===== config.mk =====
export PLATFORM = sky130hd
export DESIGN_NAME = cvs_budget
export DESIGN_NICKNAME = d
export VERILOG_FILES = /design/src/rtl/assert_macros.svh /design/src/rtl/cvs_pkg.sv /design/src/rtl/cvs_budget.sv
export SDC_FILE = /design/constraint.sdc
export NUM_CORES = 1
export LEC_CHECK = 0
export ABC_AREA = 1
export BUFFER_PORTS_ARGS = -buffer_cell sky130_fd_sc_hd__buf_4
export CAP_MARGIN = 20
export CORE_MARGIN = 2
export CORE_UTILIZATION = 57
export CTS_CLUSTER_DIAMETER = 100
export CTS_CLUSTER_SIZE = 40
export DETAILED_ROUTE_END_ITERATION = 6
export PLACE_DENSITY = 0.88
export SLEW_MARGIN = 20
export SYNTH_ARGS = -nofsm -noshare
export SYNTH_HDL_FRONTEND = slang
export SYNTH_SLANG_ARGS = --single-unit

===== constraint.sdc =====
create_clock -name clk -period 8.6 [get_ports clk]
set_input_delay 2.15 -clock clk [delete_from_list [all_inputs] [get_ports clk]]
set_output_delay 2.15 -clock clk [all_outputs]
set_load 0.01 [all_outputs]

===== src/rtl/assert_macros.svh =====
// Assertion macros used by the scan state module of the victim selector.
// Depends on nothing; every use names its own clock and reset.
`ifndef ASSERT_MACROS_SVH
`define ASSERT_MACROS_SVH

// A property that must hold at every clock edge outside reset.
`define CVS_ASSERT(lbl, clk_s, rst_s, prop) \
  lbl: assert property (@(posedge clk_s) disable iff (rst_s) (prop)) \
    else $error("victim selector assertion failed");

// A condition at one edge that implies another at the next edge.
`define CVS_ASSERT_NEXT(lbl, clk_s, rst_s, ante, cons) \
  lbl: assert property (@(posedge clk_s) disable iff (rst_s) (ante) |=> (cons)) \
    else $error("victim selector assertion failed");

`endif


===== src/rtl/cvs_pkg.sv =====
// Types, codes and constants of the compaction victim selector.
// Used by the interface users, the pipeline modules and the top level.
`default_nettype none

package cvs_pkg;

  localparam int unsigned MAX_DATAFILES = 65536;
  localparam logic [47:0] BUDGET_FLOOR = 48'h80_0000;
  localparam logic [48:0] BUDGET_MAX = {49{1'b1}};
  localparam logic [10:0] COUNT_MAX = {11{1'b1}};

  typedef enum logic [2:0] {
    V_SKIP        = 3'd0,
    V_SELECT      = 3'd1,
    V_SELECT_STOP = 3'd2,
    V_STOP_BEFORE = 3'd3,
    V_BLOCKED     = 3'd4,
    V_IGNORED     = 3'd5
  } verdict_t;

  typedef enum logic [2:0] {
    R_NONE      = 3'd0,
    R_SMALL     = 3'd1,
    R_EMPTY     = 3'd2,
    R_ONLYDEL   = 3'd3,
    R_DEADBYTES = 3'd4,
    R_DEADSHARE = 3'd5,
    R_DEADCOUNT = 3'd6
  } reason_t;

  typedef enum logic [2:0] {
    CFG_SMALL_FILE_SIZE  = 3'd0,
    CFG_DEAD_BYTES_LIMIT = 3'd1,
    CFG_DEAD_SHARE_Q16   = 3'd2,
    CFG_DEAD_COUNT_LIMIT = 3'd3,
    CFG_MAX_FILES        = 3'd4,
    CFG_SIZE_FACTOR      = 3'd5,
    CFG_JOURNAL_BYTES    = 3'd6,
    CFG_MAX_RESULT_BYTES = 3'd7
  } cfg_index_t;

  typedef logic [47:0] cfg_data_t;

  typedef struct packed {
    logic [31:0] small_file_size;
    logic [47:0] dead_bytes_limit;
    logic [16:0] dead_share_q16;
    logic [31:0] dead_count_limit;
    logic [10:0] max_files;
    logic [7:0]  size_factor;
    logic [31:0] journal_bytes;
    logic [47:0] max_result_bytes;
  } cfg_t;

  localparam cfg_t CFG_RESET = '{
    small_file_size:  32'd0,
    dead_bytes_limit: 48'd0,
    dead_share_q16:   17'd32768,
    dead_count_limit: 32'd0,
    max_files:        11'd3,
    size_factor:      8'd3,
    journal_bytes:    32'd33554432,
    max_result_bytes: 48'd134217728
  };

  typedef struct packed {
    logic        scan_first;
    logic        last_file;
    logic [15:0] file_index;
    logic        collection_empty;
    logic        resumed;
    logic [31:0] file_capacity;
    logic        has_uncollected;
    logic [31:0] alive_count;
    logic [31:0] dead_count;
    logic [31:0] deletion_count;
    logic [47:0] dead_bytes;
    logic [47:0] alive_bytes;
  } record_t;

  typedef struct packed {
    logic [2:0]  verdict;
    logic [2:0]  reason_code;
    logic        keep_deletions;
    logic [16:0] resume_index;
    logic [10:0] selected_total;
  } result_t;

  // Rule outcomes of one record that do not depend on the scan state.
  typedef struct packed {
    logic        first;
    logic        resumed;
    logic        coll_empty;
    logic        uncollected;
    logic        small_hit;
    logic        empty_hit;
    logic        onlydel_hit;
    logic        dbytes_hit;
    logic        share_hit;
    logic        dcount_hit;
    logic        alive_nz;
    logic        idx_nz;
    logic [31:0] cap;
    logic [16:0] resume_val;
  } flags_t;

endpackage

`default_nettype wire


===== src/rtl/cvs_budget.sv =====
// Byte budget register: size factor times journal size, clamped.
// Depends on cvs_pkg.
`default_nettype none

module cvs_budget (
  input  wire logic          clk,
  input  wire cvs_pkg::cfg_t cfg,
  output logic [47:0]        limit
);
  import cvs_pkg::*;

  logic [39:0] product;
  logic [47:0] limit_next;

  assign product = cfg.size_factor * cfg.journal_bytes;

  always_comb begin
    limit_next = {8'd0, product};
    if (limit_next < BUDGET_FLOOR) begin
      limit_next = BUDGET_FLOOR;
    end
    if (limit_next >= cfg.max_result_bytes) begin
      limit_next = cfg.max_result_bytes;
    end
  end

  always_ff @(posedge clk) begin
    limit <= limit_next;
  end

endmodule

`default_nettype wire


Yosys cells after proc, flatten, opt, wreduce, memory -nomap -nowiden:

Cells that the tools add are included.

* bits in latches: 0
* bits of input ports: 229
* memories kept: 0
* bits in registers: 48
* output and inout bits: 48
* memory bits (read-only): 0
* bits in writable memories: 0

* bitwise logic cells: 0
* $add $sub $neg: 0
* shifts and indexed selects: 0
* reductions and logical operators: 0
* multipliers: 1
* muxes and demuxes: 2
* eq/ne operators: 0
* $lt $le $gt $ge: 2
* divide/modulo/power cells: 0

Operators by type and width (number)
* $ge 48x48->1: 1
* $mux 48: 1
* $lt 40x24->1 const B: 1
* $mul 8x32->40: 1
* $mux 40: 1

Depth between registers and ports, before layout:

* word-level depth: 5
* mapped depth: 43
* gate-level depth less buffers: 40

Worst setup path before layout:

OpenSTA, ideal clock, no wires.

* kind: input port to flip-flop
* start: input port cfg[87] (netlist name)
* end: register limit[0]
* path slack: 0.550 ns
* data required time: 8.541 ns
* data arrival time: 7.992 ns
* cell stages on the path: 40
* cell sequence: clkbuf_1 -> nand2_1 -> fa_1 -> fa_1 -> inv_1 -> fa_1 -> inv_1 -> fa_1 -> inv_1 -> ha_1 -> nand2_1 -> nand2_1 -> a21oi_1 -> nand2_1 -> nand2_1 -> nand2_2 -> nand2_1 -> nand2_1 -> (+4 left out) -> nor2_2 -> nand2_4 -> inv_4 -> buf_6 -> nor2_2 -> ha_1 -> a21oi_1 -> o21ai_0 -> nand2_1 -> o211ai_1 -> nand2_1 -> nand2_1 -> nand3_1 -> nand4_2 -> inv_2 -> buf_1 -> nand3_1 -> nand2_1

* cells in the longest elaborated chain, start to end: 5

RTL lines
* start, declared: RTL line cvs_budget.sv:7 `input wire cvs_pkg::cfg_t cfg,`
* $mul 8x32->40 *: RTL line cvs_budget.sv:15 `assign product = cfg.size_factor * cfg.journal_bytes;`
* $lt 40x24->1: RTL line cvs_budget.sv:19 `if (limit_next < BUDGET_FLOOR) begin`
* $mux 40 *: RTL line cvs_budget.sv:19
* $ge 48x48->1: RTL line cvs_budget.sv:22 `if (limit_next >= cfg.max_result_bytes) begin`
* $mux 48 *: RTL line cvs_budget.sv:22
* net limit_next[0]: RTL line cvs_budget.sv:13 `logic [47:0] limit_next;`
* end signal, assigned: RTL line cvs_budget.sv:28 `limit <= limit_next;`
* end, declared: RTL line cvs_budget.sv:8 `output logic [47:0] limit`

The timed path passes the listed nets; every way through them passes the cells marked *.

Worst setup path after layout:

* start: input port cfg[86] (netlist name)
* end: register limit[11]

The elaborated chain is that of the path after synthesis.

==> run metrics <==
outcome complete, no violations; synth top area cells fa_1 29%, nand2_1 19%, inv_1 18%; # H-tree levels 2; post-DP HPWL 25.1 mm; ANT cells 0; drt pass-1 iters 5; worst hold path type in -> reg; fin nets 2,495; Largest register FFs 48; Crit Path Max Fanout 32; startpoint types input port; DR WL/cell 13.2 um; die area 0.0227 sq mm; PD cells 392 mW/mm^2; Data required, critical path 8.82 ns; Ys Warns 0; Overflow after GRT 0; Netlist cell types 37; most frequent cells in the layout 606 x nand2_1, 572 x inv_1, 180 x fa_1; global-route wire length before repair 51.6 mm; Final Max Tran Viols 0; Area growth syn-to-layout 13.0%; DRC Markers 0; VDD IR max 0.000280 V; FILL cells 1,793; GRT Total Usage 0.279; cell mode on critical path nand2_1; clock-pin transition on the worst setup and hold timing paths 0.06 ns; Rows 53; crit end category register; # hold bufs at CTS 0; CTS Buf Count 5; Worst path slowest cell fa_1; Multi-input gate area 0.00889 sq mm; Core Region 0.0211 sq mm; clk buf depth 2; Routed Antenna Nets 0; pre-CTS WS -0.141 ns; TritonCTS clock tree done; DP Area 0.0136 sq mm; IO buf count 136; Final period util 0.956; CP arrival 8.45 ns; sequential standard cell area 961 sq um; initial core utilization 0.581; count of final setup violators 0; post-synthesis cell count 1,874; CP Class in -> reg; Routability Congestion 0.893; Achievable Freq 122 MHz; largest net degree at the start of global routing 33; Iter 0 DRT Violations 666; Final Instance Area 0.0138 sq mm; #FFs+latches synth 48; top cell type's share of synthesized area 0.294; area leader, netlist fa_1; ys flop type dfxtp_1; vias in the first global route 11,800; Vert. Die Dim 151 um; Setup WS post-layout 0.377 ns; register area share after synthesis 0.0784; minimum clock period 8.22 ns; routed via count 11,200; Die X 151 um; Leak Pwr 9.00 nW; synthesized area per cell 6.54 sq um; share of layout cells above drive strength 1 0.120; max incr delay on CP 0.56 ns; most flop-heavy register limit; final WL 29.9 mm; biggest regs limit (48); antenna violations before repair 0; Vias/cell 4.95; Post-synth ARST share 0; commonest non-fill, non-tap cell in the layout nand2_1; MaxCap Viol Count 0; Final Hold Viols 0; CTS Root Cell clkbuf_16; synthesized cell area 0.0123 sq mm; Post-synth EDFFs 0; total clock sinks 48; number of I/O pins 277
metrics by stage:
stage	util	TNS, ns	instances	hold WS [ns]	total power [mW]
after detailed placement	0.643	-2.53	2254	2.36	5.11
after floorplan	-	0	1881	2.26	3.79
after CTS	0.650	0	2262	2.06	5.35
final	0.657	0	2262	2.07	5.43
after global placement	0.643	0	2254	2.36	4.94
after global routing	0.657	-0.0130	2262	2.08	6.12
synth_stat cells, types with 6 or more instances:
library cell,n
a21oi_1,43
fa_1,180
nor2_1,70
nand3_1,41
ha_1,100
dfxtp_1,48
clkbuf_2,24
nor3_1,6
nand2_2,16
clkbuf_1,36
o21ai_0,22
xnor2_1,17
nand3b_1,17
nor2_2,18
inv_1,572
nand3_2,8
nand2_1,609
nand4_1,9
cells by family after synthesis:
family	Yosys count	share of synthesized area
compound gates	77	0.0340
xor+xnor	20	0.0149
fa+ha+maj	280	0.396
buf+inv	643	0.203
flops	48	0.0784
other cells	1	0.000306
simple gates	805	0.273
cell type report:
| type | count | share of cell area |
|---|---|---|
| Clock buffer | 7 | 0.0103 |
| Clock inverter | 1 | 0.000542 |
| Inverter | 575 | 0.156 |
| Multi-Input combinational cell | 1190 | 0.642 |
| Sequential cell | 48 | 0.0694 |
| Tap cell | 275 | 0.0248 |
| Timing Repair Buffer | 166 | 0.0966 |
what timing repair did:
item | 4_1_cts | 5_1_grt
resized for setup | 0 | 36
setup buffers | 0 | 0
setup endpoints to repair | 0 | 40
per-layer routing:
layer / track usage / share of wire
met5: 0 / 0
met4: 0.0897 / 0.032
met1: 0.338 / 0.41
met2: 0.520 / 0.52
met3: 0.0245 / 0.041
path summary, 6_finish.rpt:
| check | start | end | slack, ns | cells after the start |
|---|---|---|---|---|
| setup / recovery | cfg[86] | limit[11] | 0.38 | 40 |
| hold / removal | cfg[4] | limit[4] | 2.07 | 3 |
power by group:
| group | switching [mW] | leakage [nW] | internal, mW |
|---|---|---|---|
| Clock | 0.0823 | 0.0701 | 0.116 |
| Sequential | 0.0256 | 0.405 | 0.347 |
| Combinational | 2.91 | 8.52 | 1.95 |
worst max-delay path, delay by kind of cell:
family | cells | cell delay, ns
buffers and inverters | 8 | 0.99
adder cells (fa/ha/maj) | 6 | 2.79
AO/OA/AOI/OAI | 5 | 0.62
AND/OR/NAND/NOR | 21 | 1.87
Note: power is estimated with default switching activity, not from simulation.
